<file path="src/rtl/twoh_pkg.sv">
// Shared types, codes and default sizes of the timing wheel scheduler.
package twoh_pkg;

   // default sizes, handed down to the top level parameters
   localparam int WHEEL_SLOTS_DEF   = 256;
   localparam int SLOT_CAPACITY_DEF = 16;
   localparam int HEAP_CAPACITY_DEF = 256;
   localparam int HANDLE_BITS_DEF   = 16;

   // at most this many handles leave the wheel on one tick
   localparam int MAX_OUT = 16;

   // port field widths
   localparam int CMD_W      = 1;
   localparam int DELAY_W    = 24;
   localparam int HANDLE_W   = 16;
   localparam int KIND_W     = 2;
   localparam int STATUS_W   = 2;
   localparam int TICK_W     = 32;
   localparam int WLEN_W     = 9;
   localparam int QUEUE_DEPTH = 2;

   localparam logic [WLEN_W-1:0] WHEEL_LENGTH_RESET = 9'd256;

   // request command codes
   localparam logic [CMD_W-1:0] CMD_SCHEDULE = 1'b0;
   localparam logic [CMD_W-1:0] CMD_TICK     = 1'b1;

   // result kind codes
   localparam logic [KIND_W-1:0] KIND_ACK   = 2'd0;
   localparam logic [KIND_W-1:0] KIND_DUE   = 2'd1;
   localparam logic [KIND_W-1:0] KIND_EMPTY = 2'd2;

   // schedule status codes
   localparam logic [STATUS_W-1:0] STATUS_OK        = 2'd0;
   localparam logic [STATUS_W-1:0] STATUS_SLOT_FULL = 2'd1;
   localparam logic [STATUS_W-1:0] STATUS_HEAP_FULL = 2'd2;

   // one classified request as it waits in the queue
   typedef struct packed {
      logic [CMD_W-1:0]    cmd;
      logic                near;
      logic [DELAY_W-1:0]  delay;
      logic [HANDLE_W-1:0] handle;
   } req_type;

   // back part status and handshake toward the front part
   typedef struct packed {
      logic clearing;
      logic pop;
   } back_status_type;

   // back part sequencer
   typedef enum logic [4:0] {
      S_CLEAR,
      S_IDLE,
      S_MOD,
      S_CNT_RD,
      S_PUSH,
      S_ACK,
      S_UP_CHK,
      S_UP_CMP,
      S_T_CLR,
      S_M_RD,
      S_M_CHK,
      S_POP,
      S_POP_LD,
      S_DN_L,
      S_DN_R,
      S_DN_CMP,
      S_T_FIN,
      S_EMPTY,
      S_E_RD,
      S_E_OUT
   } state_type;

endpackage

</file>
<file path="src/rtl/twoh_front.sv">
// Front part: length register, request classification and request queue.
module twoh_front #(
   parameter int WHEEL_SLOTS = twoh_pkg::WHEEL_SLOTS_DEF,
   parameter int LEN_W       = $clog2(WHEEL_SLOTS + 1)
) (
   input  logic                         clock,
   input  logic                         reset,
   input  logic                         start,
   output logic                         busy,
   input  logic [twoh_pkg::CMD_W-1:0]    req_cmd,
   input  logic [twoh_pkg::DELAY_W-1:0]  req_delay,
   input  logic [twoh_pkg::HANDLE_W-1:0] req_handle,
   input  logic                         csr_valid,
   output logic                         csr_ready,
   input  logic [twoh_pkg::WLEN_W-1:0]   csr_wheel_length,
   output logic [LEN_W-1:0]             len,
   output logic                         q_valid,
   output twoh_pkg::req_type            q_req,
   input  twoh_pkg::back_status_type    back_status
);
   import twoh_pkg::*;

   localparam int PTR_W = $clog2(QUEUE_DEPTH);
   localparam int CNT_W = $clog2(QUEUE_DEPTH + 1);

   logic [WLEN_W-1:0] wheel_length_ff, wheel_length_in;
   logic [31:0]       wl32;
   req_type           queue_ff [QUEUE_DEPTH];
   logic [PTR_W-1:0]  wr_ptr_ff, wr_ptr_in, rd_ptr_ff, rd_ptr_in;
   logic [CNT_W-1:0]  count_ff, count_in;
   logic              push, pop, full;
   req_type           req;

   // take length writes at any time
   assign csr_ready = 1'b1;
   always_comb begin
      wheel_length_in = wheel_length_ff;
      if (csr_valid && csr_ready) begin
         wheel_length_in = csr_wheel_length;
      end
   end

   // clamp the length into the supported span
   always_comb begin
      wl32 = 32'(wheel_length_ff);
      if (wl32 < 32'd2) begin
         len = LEN_W'(2);
      end else if (wl32 > 32'(WHEEL_SLOTS)) begin
         len = LEN_W'(WHEEL_SLOTS);
      end else begin
         len = LEN_W'(wl32);
      end
   end

   // classify the incoming request
   always_comb begin
      req.cmd    = req_cmd;
      req.near   = (32'(req_delay) < 32'(len));
      req.delay  = req_delay;
      req.handle = req_handle;
   end

   // queue control
   assign full    = (count_ff == CNT_W'(QUEUE_DEPTH));
   assign busy    = full || back_status.clearing;
   assign push    = start && !busy;
   assign pop     = back_status.pop && q_valid;
   assign q_valid = (count_ff != '0);
   assign q_req   = queue_ff[rd_ptr_ff];

   always_comb begin
      wr_ptr_in = wr_ptr_ff;
      rd_ptr_in = rd_ptr_ff;
      count_in  = count_ff;
      if (push) begin
         wr_ptr_in = (wr_ptr_ff == PTR_W'(QUEUE_DEPTH - 1)) ? '0 : wr_ptr_ff + 1'b1;
      end
      if (pop) begin
         rd_ptr_in = (rd_ptr_ff == PTR_W'(QUEUE_DEPTH - 1)) ? '0 : rd_ptr_ff + 1'b1;
      end
      if (push && !pop) begin
         count_in = count_ff + 1'b1;
      end else if (pop && !push) begin
         count_in = count_ff - 1'b1;
      end
   end

   always_ff @(posedge clock) begin
      if (reset) begin
         wheel_length_ff <= WHEEL_LENGTH_RESET;
         wr_ptr_ff       <= '0;
         rd_ptr_ff       <= '0;
         count_ff        <= '0;
      end else begin
         wheel_length_ff <= wheel_length_in;
         wr_ptr_ff       <= wr_ptr_in;
         rd_ptr_ff       <= rd_ptr_in;
         count_ff        <= count_in;
      end
   end

   // hold queued requests
   always_ff @(posedge clock) begin
      if (push) begin
         queue_ff[wr_ptr_ff] <= req;
      end
   end

endmodule

</file>
<file path="config.mk">
export PLATFORM = sky130hd
export DESIGN_NAME = twoh_front
export DESIGN_NICKNAME = d
export VERILOG_FILES = /design/src/rtl/twoh_pkg.sv /design/src/rtl/twoh_front.sv
export SDC_FILE = /design/constraint.sdc
export NUM_CORES = 1
export LEC_CHECK = 0
export BUFFER_PORTS_ARGS = -buffer_cell sky130_fd_sc_hd__buf_2
export CAP_MARGIN = 20
export CELL_PAD_IN_SITES_DETAIL_PLACEMENT = 0
export CELL_PAD_IN_SITES_GLOBAL_PLACEMENT = 1
export CORE_ASPECT_RATIO = 0.75
export CORE_MARGIN = 4
export CORE_UTILIZATION = 42
export CTS_CLUSTER_SIZE = 10
export DETAILED_ROUTE_END_ITERATION = 10
export PLACE_DENSITY = 0.89
export SLEW_MARGIN = 5
export SYNTH_ARGS = -nofsm -noshare
export SYNTH_HDL_FRONTEND = slang
export SYNTH_SLANG_ARGS = --single-unit
</file>
<file path="constraint.sdc">
create_clock -name clock -period 5.1 [get_ports clock]
set_clock_uncertainty 0.15 [all_clocks]
set_input_delay 0.255 -clock clock [delete_from_list [all_inputs] [get_ports clock]]
set_output_delay 0.255 -clock clock [all_outputs]
set_load 0.02 [all_outputs]
</file>
==> results of run 1 <==
## flip-flops by register name, indices dropped and copies added (netlist names), named ones only
register / count
count_ff: 2
rd_ptr_ff: 1
queue_ff: 84
wheel_length_ff: 9
wr_ptr_ff: 1
## cell type report
| class | count | area (um2) |
|---|---|---|
| fill | 745 | 3760 |
| tap | 128 | 160 |
| clock inverter | 7 | 67.6 |
| inverter | 13 | 48.8 |
| timing repair buffer | 153 | 986 |
| multi-input combinational | 116 | 992 |
| clock buffer | 9 | 225 |
| sequential | 98 | 2800 |
## synth_stat cells (2+ instances only)
cell type / count / area [um2]
o211ai_1: 3 / 22.5
nor4_1: 4 / 25.0
nand3_1: 2 / 10.0
xor2_1: 3 / 26.3
clkbuf_1: 3 / 11.3
a21oi_1: 5 / 25.0
o21ai_0: 2 / 10.0
mux2i_1: 8 / 80.1
nor2_1: 12 / 45.0
buf_2: 5 / 25.0
nand4_1: 2 / 12.5
nor3_1: 2 / 10.0
mux2_2: 42 / 473
nand2_1: 9 / 33.8
edfxtp_1: 84 / 2520
dfxtp_1: 14 / 280
inv_1: 12 / 45.0
ha_1: 9 / 113
## cells by family (layout without fill, tap and decap cells)
family / Yosys count / count (layout) / share of synthesized area
DFF: 98 / 98 / 0.722
muxes: 50 / 50 / 0.142
and+or+nand+nor: 38 / 38 / 0.0493
buffers and inverters: 22 / 182 / 0.0239
AOI/OAI and AO/OA: 14 / 14 / 0.0232
adders and majority gates: 9 / 9 / 0.0290
xor gates and xnor gates: 4 / 4 / 0.00903
other: 1 / 1 / 0.000966
## through the flow
step / instance area [um2] / util / hold slack, ps / setup slack, ps / std cells
global placement: 4560 / 0.504 / 294 / 2680 / 465
CTS: 5280 / 0.584 / 0.784 / 2560 / 524
floorplan: 3880 / - / 174 / 882 / 236
global route: 5280 / 0.584 / 13.2 / 2370 / 524
detailed placement: 4560 / 0.504 / 298 / 2590 / 465
finish: 5280 / 0.584 / 18.6 / 2600 / 524
## power groups by stage
stage / logic (mW) / clock network [mW] / registers (mW)
finish: 0.544 / 0.653 / 1.02
global placement: 0.519 / 0 / 1.04
detailed placement: 0.523 / 0 / 1.04
floorplan: 0.406 / 0 / 0.990
global route: 0.585 / 0.707 / 1.04
CTS: 0.552 / 0.672 / 1.03
## worst register-to-register path: stages, from the launching register on
cell and delay [ps]:
dfxtp_1 320, or4_1 530, nor3_2 170, o21ai_0 130, ha_1 300, o211ai_1 240, nor3b_2 80, o41ai_1 370
## cell usage in the layout (no fill, tap or decap), drive strengths merged, types with 3 or more instances in the layout
cell type      n
o211ai         3
buf          110
dfxtp         14
dlygate4sd3   43
ha             9
nor3           3
nor4           4
xor2           3
nor2          12
clkinv         4
mux2          42
clkbuf         9
nand2          9
a21oi          5
mux2i          8
inv           13
edfxtp        84
## metal layers
metal,wire [um],up-vias
met2,3830,79
met1,3600,1163
met4,54,0
li1,-,1192
met3,400,5
met5,0,-
## worst max path at each step
stage | slack (ps) | depth (start not counted) | startpoint | to
after CTS | 2560 | 7 | wheel_length_ff[2] | queue_ff[1][40]
after floorplan | 880 | 4 | count_ff[0] | queue_ff[0][0]
after detailed placement | 2590 | 7 | wheel_length_ff[2] | queue_ff[1][40]
after global placement | 2680 | 7 | wheel_length_ff[2] | queue_ff[0][40]
after global routing | 2370 | 7 | wheel_length_ff[2] | queue_ff[0][40]
final | 2600 | 7 | wheel_length_ff[2] | queue_ff[1][40]
==> reports/qor.csv, run 1 <==
stage,metric,value,unit
critical_path,worst reg2reg path startpoint,wheel_length_ff[2],
yosys,post-synthesis sequential area ratio,0.722,
final_layout,final net count,456,
routing,DRT Pass-1 Iters,4,
routing,DR iter-0 viols,132,
yosys,Synth Cell Area,3880,um2
min_path,min-delay src,csr_wheel_length[7],
critical_path,Max stage delay on crit path,530,ps
routing,Routed Antenna Nets,0,
critical_path,worst-path cell chain,"or4_1, nor3_2, o21ai_0, ha_1, o211ai_1, nor3b_2, o41ai_1",
pwr,power share of the clock group,0.294,
routing,wire per inst,15.0,um
yosys,top_reg_cell synth,edfxtp_1,
yosys,Synth Instances,236,
timing,# setup viols final,0,
critical_path,CP arrival,2470,ps
global_routing,met1 Use GR,0.193,
critical_path,Crit Path Class,reg2reg,
pwr,sequential share of power,0.461,
die,core region area,9050,um2
yosys,Post-Syn Nets,301,
global_routing,busiest layer in global routing,met2,
clock_network,cts repair resizes,0,
timing,Tcrit/Tclk final,0.491,
pwr,Sw Pwr,0.640,mW
pwr,LEAKAGE,2.11,nW
yosys,Yosys cell types,33,
critical_path,"setup slack, reg-to-reg",2600,ps
min_path,WHS Path Cells,3,
timing,"Hold Vio Cnt, Final",0,
yosys,post-synthesis register bit count,98,
global_routing,grt met3 use,0.0473,
critical_path,crit start category,flip-flop,
clock_network,hold-fix buffers at CTS,43,
min_path,Hold WC Path Type,in2reg,
routing,drt drc,0,
global_routing,first-pass GRT wire length,12800,um
critical_path,WP buf/inv,0,
pwr,Int Pwr,1.58,mW
pwr,total power,2.22,mW
clock_network,CTS Buf Count,9,
critical_path,r2r endpoint,queue_ff[1][40],
clock_network,H-tree depth,3,
clock_network,CTS root buf,clkbuf_16,
pwr,Sw Ratio,0.288,
clock_network,clock sinks,98,
yosys,Post-synth EDFFs,84,
yosys,ys async rst share,0,
pwr,Max IR drop VDD,0.332,mV
placement,gpl congestion,0.789,
clock_network,TritonCTS clock tree,yes,
critical_path,Reg2Reg Depth,7,
placement,Detailed Place HPWL,5390,um
critical_path,Worst Path Required,5070,ps
min_path,worst hold endpoint,wheel_length_ff[7],
die,Rows,30,
global_routing,vias in the first global route,2680,
pwr,Combinational Power Share,0.245,
die,io pins,110,
timing,Max Freq,399,MHz
global_routing,met2 capacity usage during global routing,0.244,
yosys,synthesized area per cell,16.4,um2
routing,Vias/cell,4.65,
timing,unrepaired setup endpoints after global routing,false,
placement,IO Port Bufs,108,
critical_path,CP max FO,3,
timing,worst-margin pin slew,1030,ps
pwr,PD cells,421,nW/um2
global_routing,gr usage total,0.150,
critical_path,Crit path max-delay family,simple AND/OR/NAND/NOR gates,
die,Die Area,10900,um2
timing,fin crit period,2500,ps
clock_network,Setup Buffers After CTS,0,
die,Starting Density,0.429,
die,Die Span X,119,um
critical_path,CP max stage cell,or4_1,
timing,Slew Limit Headroom,0.315,
clock_network,clk buf depth,2,
global_routing,initial antenna violation count,0,
outcome,outcome,completed,
yosys,synth warn,0,
clock_network,Skew-Pair Late Insertion Delay,330,ps
clock_network,clock transition at the registers of the reported paths,60,ps
final_layout,layout cells sized above 1,0.437,
routing,vias,2439,
routing,WL final,7880,um
timing,setup TNS,0,ps
global_routing,global route overflow,0,
final_layout,diode count,0,
final_layout,area delta synth->final,36.1,%
timing,count of final max-slew check failures,0,
global_routing,pin count of the biggest net entering global routing,43,
critical_path,critical path capture point type,flip-flop,
flow_run,MaxCap Viol Count,0,
die,Die Span Y,91.3,um
Power figures use the tool's default switching activity.
==> inputs of run 2 (changes only) <==
ABC_AREA = 1   (was unset)
CORE_UTILIZATION = 38   (was 42)
PLACE_DENSITY = 0.86   (was 0.89)
clock period = 2.25 ns   (was 5.1 ns; I/O delays follow)
==> reports/qor.csv, run 2 <==
stage,metric,value,unit,change
yosys,ys async rst share,0,,unchanged
clock_network,clk buf depth,2,,unchanged
die,io pins,110,,unchanged
pwr,PD cells,810,nW/um2,+93%
timing,fin crit period,2090,ps,-411 ps
clock_network,clock transition at the registers of the reported paths,70,ps,about the same
timing,count of final max-slew check failures,0,,unchanged
yosys,Post-Syn Nets,332,,+10%
final_layout,Regs by FF count,"queue_ff x84, wheel_length_ff x9, count_ff x2",,
critical_path,end point of the critical path,queue_ff[1][40],,
min_path,WHS Path Cells,4,,+1
routing,DR iter-0 viols,60,,-55%
yosys,top-count cell post-synth,edfxtp_1,,
die,Starting Density,0.388,,-0.0409
clock_network,CTS Buf Count,9,,unchanged
critical_path,Reg2Reg Depth,15,,+8
global_routing,initial antenna violation count,0,,unchanged
critical_path,cell count along the critical path,15,,+8
final_layout,final net count,504,,+11%
yosys,synthesized area per cell,14.9,um2,-9.4%
die,Die Span Y,96.6,um,+5.9%
pwr,sequential share of power,0.473,,+0.012
critical_path,crit-path most repeated cell,nand2_1,,
pwr,Int Pwr,3.30,mW,+110%
global_routing,global route overflow,0,,unchanged
yosys,Synth Instances,267,,+13%
yosys,top_reg_cell synth,edfxtp_1,,
clock_network,TritonCTS clock tree,yes,,
timing,# setup viols final,0,,unchanged
critical_path,worst-path cell chain,"inv_2, nand2_2, nor2_4, a41oi_4, buf_6, nor2_2, inv_2, ha_1, nand2_1, inv_1, nand2_1, nand2_1, nand2_1, nand2_1, a21oi_2",,
routing,drt drc,0,,unchanged
routing,Vias/cell,4.52,,-3.0%
clock_network,H-tree depth,3,,unchanged
final_layout,diode count,0,,unchanged
routing,WL final,8470,um,+7.5%
yosys,Synth area leaders,"edfxtp_1, mux2_2, dfxtp_1",,
critical_path,Crit Path Class,reg2reg,,
yosys,"area leader, netlist",edfxtp_1,,
critical_path,worst reg2reg path startpoint,wheel_length_ff[4],,
pwr,total power,4.56,mW,+110%
die,core region area,10200,um2,+13%
critical_path,Crit path max-delay family,simple AND/OR/NAND/NOR gates,,
critical_path,critical path capture point type,flip-flop,,
final_layout,"most common cell after layout, fill and taps aside",buf_2,,
die,Rows,32,,+6.7%
placement,placed cell count,508,,+9.2%
final_layout,area delta synth->final,41.4,%,
outcome,outcome,completed,,
routing,vias,2620,,+7.4%
critical_path,Worst Path Required,2170,ps,-2900 ps
final_layout,max FFs per register,84,,unchanged
placement,Detailed Place HPWL,5910,um,+9.6%
critical_path,crit path from,wheel_length_ff[4],,
yosys,synth warn,0,,unchanged
final_layout,Fill cells,869,,+17%
critical_path,Max stage delay on crit path,320,ps,-210 ps
final_layout,Post-Layout Cell Count,580,,+11%
placement,gpl congestion,0.776,,-1.6%
critical_path,CP arrival,2020,ps,-450 ps
routing,wire per inst,14.6,um,-2.9%
yosys,Post-synth EDFFs,84,,unchanged
global_routing,first-pass GRT wire length,13700,um,+7.4%
yosys,post-synthesis sequential area ratio,0.704,,-0.0177
routing,Routed Antenna Nets,0,,unchanged
final_layout,Top reg by flops,queue_ff,,
final_layout,most frequent cells in the layout,"buf_2, edfxtp_1, dlygate4sd3_1",,
pwr,Combinational Power Share,0.216,,-0.029
pwr,LEAKAGE,2.21,nW,+4.7%
clock_network,CTS root buf,clkbuf_16,,
yosys,Yosys top cell area share,0.634,,-0.0159
timing,Tcrit/Tclk final,0.931,,+0.439
yosys,most frequent cells after synthesis,"edfxtp_1, mux2_2, a21oi_1",,
critical_path,CP max stage cell,dfxtp_2,,
critical_path,CP max FO,5,,+2
placement,IO Port Bufs,108,,unchanged
critical_path,WP buf/inv,4,,+4
pwr,Max IR drop VDD,0.480,mV,+45%
pwr,Sw Ratio,0.276,,-0.0124
critical_path,crit start category,flip-flop,,
final_layout,layout cells sized above 1,0.473,,+0.0361
global_routing,pin count of the biggest net entering global routing,22,,-49%
pwr,power share of the clock group,0.311,,+0.017
timing,Max Freq,478,MHz,+20%
die,Die Area,12200,um2,+12%
clock_network,clock sinks,98,,unchanged
pwr,Sw Pwr,1.26,mW,+96%
yosys,Synth Cell Area,3980,um2,+2.5%
timing,"Hold Vio Cnt, Final",0,,unchanged
min_path,Hold WC Path Type,in2reg,,
die,Die Span X,126,um,+6.0%
routing,DRT Pass-1 Iters,4,,unchanged
critical_path,r2r endpoint,queue_ff[1][40],,
global_routing,vias in the first global route,2735,,+2.1%
yosys,post-synthesis register bit count,98,,unchanged
yosys,Yosys cell types,28,,-15%
timing,final hold slack,49.2,ps,+30.6 ps
flow_run,MaxCap Viol Count,0,,unchanged
clock_network,Skew-Pair Late Insertion Delay,330,ps,about the same
critical_path,"setup slack, reg-to-reg",160,ps,-2440 ps
global_routing,gr usage total,0.143,,-0.00718
-- run 2: worst reg2reg max path, stage by stage, from the launching register on --
cell,delay [ps]
dfxtp_2,320
inv_2,70
nand2_2,70
nor2_4,130
a41oi_4,160
buf_6,160
nor2_2,110
inv_2,40
ha_1,260
nand2_1,50
inv_1,50
nand2_1,40
nand2_1,50
nand2_1,50
nand2_1,70
a21oi_2,60
-- run 2: cells by family after synthesis --
kind of cell,Yosys count,synth area share
other cells,1,0.000942
mux,42,0.119
buf+inv,39,0.0406
compound gates,35,0.0522
flops,98,0.704
fa+ha+maj,9,0.0283
simple gates,43,0.0547
-- run 2: timing repair --
action | 4_1_cts | 5_1_grt
hold endpoints to repair | 93 | 0
endpoints found under the setup margin | 0 | 2
resized for setup | 0 | 9
hold buffers | 52 | 0
buffers inserted | 0 | 4
-- run 2: layout make-up --
| type | count | area [um2] | share of cell area |
|---|---|---|---|
| multi-input cells | 130 | 1060 | 0.188 |
| clock buffers | 9 | 225 | 0.0400 |
| flip-flops and latches | 98 | 2810 | 0.499 |
| repair buffers | 170 | 1200 | 0.214 |
| well taps | 136 | 170 | 0.0302 |
| inverters | 30 | 113 | 0.0200 |
| clock inverters | 7 | 52.6 | 0.00934 |
-- run 2: metrics by stage --
stage | area [um2] | setup WS, ps | utilization | TNS (ps)
final | 5630 | 156 | 0.549 | 0
after global routing | 5630 | -0.802 | 0.549 | -1.57
after CTS | 5570 | 127 | 0.543 | 0
after detailed placement | 4770 | 147 | 0.465 | 0
after global placement | 4770 | 172 | 0.465 | 0
after floorplan | 3990 | -21.3 | - | -1790
-- run 2: routing by layer --
layer	vias to the layer above	track usage	share of wire
met3	11	0.0392	0.047
met4	0	0.0437	0.016
met2	67	0.248	0.51
li1	1308	-	-
met1	1234	0.173	0.43
met5	-	0	0
-- run 2: power by group through the flow --
stage / Sequential (mW) / Combinational, mW / Clock, mW
floorplan: 2.16 / 0.608 / 0
global placement: 2.19 / 0.895 / 0
detailed placement: 2.20 / 0.908 / 0
CTS: 2.16 / 0.983 / 1.47
global route: 2.17 / 1.07 / 1.53
finish: 2.15 / 0.985 / 1.42
-- run 2: how the worst min path moves through the flow --
| stage | endpoint | slack (ps) | start |
|---|---|---|---|
| final | wheel_length_ff[6] | 50 | reset |
| after global placement | queue_ff[0][4] | 150 | req_handle[4] |
| after global routing | wheel_length_ff[6] | 90 | reset |
| after detailed placement | queue_ff[0][9] | 150 | req_handle[9] |
| after CTS | wheel_length_ff[6] | 30 | reset |
| after floorplan | queue_ff[0][0] | 60 | req_handle[0] |
==> inputs of run 3 (changes only) <==
--- a/config.mk
+++ b/config.mk
@@ -9,3 +9,2 @@
 export BUFFER_PORTS_ARGS = -buffer_cell sky130_fd_sc_hd__buf_2
-export CAP_MARGIN = 20
 export CELL_PAD_IN_SITES_DETAIL_PLACEMENT = 0
@@ -14,6 +13,7 @@
 export CORE_MARGIN = 4
-export CORE_UTILIZATION = 38
+export CORE_UTILIZATION = 39
+export CTS_BUF_LIST = sky130_fd_sc_hd__clkbuf_4 sky130_fd_sc_hd__clkbuf_8
 export CTS_CLUSTER_SIZE = 10
 export DETAILED_ROUTE_END_ITERATION = 10
-export PLACE_DENSITY = 0.86
+export PLACE_DENSITY = 0.87
 export SLEW_MARGIN = 5
==> constraint.sdc (replaced) <==
create_clock -name clock -period 2.25 [get_ports clock]
set_clock_uncertainty 0.15 [all_clocks]
set_input_delay 0 -clock clock [delete_from_list [all_inputs] [get_ports clock]]
set_output_delay 0 -clock clock [all_outputs]
set_load 0.02 [all_outputs]
==> reports/qor.csv, run 3 (synthesis results as in run 2) <==
stage,metric,value,unit,change
outcome,outcome,completed,,
timing,"Hold Vio Cnt, Final",0,,unchanged
routing,Routed Antenna Nets,0,,unchanged
timing,setup TNS,0,ps,unchanged
min_path,worst hold endpoint,wr_ptr_ff,,
critical_path,Max stage delay on crit path,320,ps,about the same
critical_path,worst reg2reg path startpoint,wheel_length_ff[4],,
pwr,Max IR drop VDD,0.387,mV,-19%
die,io pins,110,,unchanged
placement,DP Worst Slack,102,ps,-44.8 ps
critical_path,Crit Path Class,reg2reg,,
final_layout,Final Util,0.569,,+0.0201
placement,Detailed Place HPWL,5650,um,-4.4%
final_layout,diode count,0,,unchanged
routing,WL final,8590,um,+1.3%
die,Die Span X,125,um,-1.2%
routing,vias,2662,,+1.6%
routing,DRT Pass-1 Iters,4,,unchanged
global_routing,first-pass GRT wire length,13000,um,-4.9%
global_routing,global route overflow,0,,unchanged
pwr,LEAKAGE,2.19,nW,-0.79%
clock_network,clock sinks,98,,unchanged
routing,wire per inst,14.8,um,+1.3%
timing,Max Freq,465,MHz,-2.7%
min_path,WHS Path Cells,4,,unchanged
final_layout,"most common cell after layout, fill and taps aside",buf_2,,
die,core region area,9810,um2,-4.3%
critical_path,crit start category,flip-flop,,
clock_network,CTS root buf,clkbuf_8,,
pwr,Sw Ratio,0.277,,+0.00147
pwr,sequential share of power,0.507,,+0.034
global_routing,pin count of the biggest net entering global routing,43,,+95%
die,Die Area,11900,um2,-2.4%
timing,final hold slack,21.3,ps,-27.9 ps
final_layout,area delta synth->final,40.3,%,
pwr,total power,4.20,mW,-7.8%
pwr,power share of the clock group,0.254,,-0.057
clock_network,clk buf depth,2,,unchanged
routing,Vias/cell,4.59,,+1.6%
routing,DR iter-0 viols,85,,+42%
timing,Tcrit/Tclk final,0.956,,+0.0256
timing,fin crit period,2150,ps,+57.5 ps
final_layout,layout cells sized above 1,0.464,,-0.00869
final_layout,most frequent cells in the layout,"buf_2, edfxtp_1, dlygate4sd3_1",,
clock_network,clock transition at the registers of the reported paths,90,ps,+20 ps
critical_path,worst-path cell chain,"inv_2, nand2_2, nor2_4, a41oi_4, nor2_2, inv_2, ha_4, a21oi_2, nor2_1, a211oi_1, nand2_1, a21oi_2",,
critical_path,CP max FO,7,,+2
global_routing,vias in the first global route,2630,,-3.8%
global_routing,gr usage total,0.143,,+0.000575
die,Rows,31,,-3.1%
routing,drt drc,0,,unchanged
pwr,Int Pwr,3.04,mW,-8.0%
critical_path,CP arrival,2220,ps,+200 ps
flow_run,MaxCap Viol Count,0,,unchanged
final_layout,Regs by FF count,"queue_ff x84, wheel_length_ff x9, count_ff x2",,
clock_network,CTS Buf Count,9,,unchanged
timing,unrepaired setup endpoints after global routing,true,,
final_layout,Top reg by flops,queue_ff,,
critical_path,Worst Path Required,2320,ps,+150 ps
timing,# setup viols final,0,,unchanged
pwr,PD cells,753,nW/um2,-7.1%
timing,post-route setup slack,98.6,ps,-57.5 ps
critical_path,Reg2Reg Depth,12,,-3
critical_path,CP max stage cell,dfxtp_2,,
final_layout,max FFs per register,84,,unchanged
pwr,Sw Pwr,1.16,mW,-7.3%
critical_path,Crit path max-delay family,compound AO/OA/AOI/OAI gates,,
die,Die Span Y,95.5,um,-1.2%
min_path,min-delay src,back_status[1],,
critical_path,critical path capture point type,flip-flop,,
clock_network,TritonCTS clock tree,yes,,
pwr,Combinational Power Share,0.239,,+0.023
critical_path,WP buf/inv,2,,-2
placement,gpl congestion,0.806,,+3.9%
final_layout,final net count,509,,+0.99%
clock_network,H-tree depth,3,,unchanged
timing,count of final max-slew check failures,0,,unchanged
clock_network,Skew-Pair Late Insertion Delay,360,ps,+30 ps
placement,IO Port Bufs,108,,unchanged
critical_path,"setup slack, reg-to-reg",100,ps,-60 ps
min_path,Hold WC Path Type,in2reg,,
die,Starting Density,0.405,,+0.0173
critical_path,r2r endpoint,queue_ff[1][40],,
global_routing,initial antenna violation count,0,,unchanged
## run 3: changes by cell type in the layout (fill, tap and decap cells not counted), moves of 2 or more
| cell | change |
|---|---|
| clkbuf_16 | -9 |
| clkbuf_8 | +9 |
| dlygate4sd3_1 | +8 |
| inv_6 | -2 |
| nor2_1 | -2 |
| nor2_2 | +2 |
## run 3: final cells by class
| type | instances | area, um2 |
|---|---|---|
| repair buffers | 175 | 1240 |
| clock inverters | 6 | 58.8 |
| inverters | 30 | 113 |
| well taps | 132 | 165 |
| clock buffers | 9 | 124 |
| flip-flops and latches | 98 | 2810 |
| multi-input cells | 130 | 1070 |
| fillers | 805 | 4230 |
## run 3: repair_timing
| action | CTS | global route |
|---|---|---|
| hold endpoints to repair | 98 | 0 |
| setup endpoints to repair | 0 | 2 |
| resized for setup | 0 | 11 |
| hold buffers | 60 | 0 |
| setup buffers | 0 | 3 |
## run 3: metal layers
metal  up-vias  GRT usage  part of all wire
met5         -          0                 0
li1       1305          -                 -
met1      1269      0.164              0.42
met2        83      0.254              0.52
met3         5     0.0538             0.054
met4         0     0.0411            0.0093
## run 3: worst max path at each step
stage | startpoint | end | slack [ps] | cells past startpoint
2_1_floorplan | count_ff[0] | queue_ff[1][0] | -20 | 4
3_3_place_gp | wheel_length_ff[1] | queue_ff[1][40] | 200 | 12
3_5_place_dp | wheel_length_ff[1] | queue_ff[0][40] | 100 | 12
4_1_cts | wheel_length_ff[1] | queue_ff[0][40] | 80 | 12
5_1_grt | wheel_length_ff[4] | queue_ff[0][40] | -50 | 12
6_report | wheel_length_ff[4] | queue_ff[1][40] | 100 | 12
## run 3: tightest hold or removal path, cell delays in order
cell and delay, ps:
buf_2 80, inv_1 40, nand3_1 270, a21oi_1 110
## run 3: per-stage QoR
step / instances / instance area [um2]
3_5_place_dp: 502 / 4730
4_1_cts: 577 / 5520
3_3_place_gp: 502 / 4730
6_report: 580 / 5580
5_1_grt: 580 / 5580
2_1_floorplan: 267 / 3990
## run 3: power by group through the flow
stage | Clock, mW | Combinational [mW] | Sequential (mW)
after floorplan | 0 | 0.608 | 2.16
after global placement | 0 | 0.901 | 2.17
after detailed placement | 0 | 0.914 | 2.17
after CTS | 1.11 | 1.00 | 2.13
after global routing | 1.18 | 1.09 | 2.14
final | 1.07 | 1.01 | 2.13
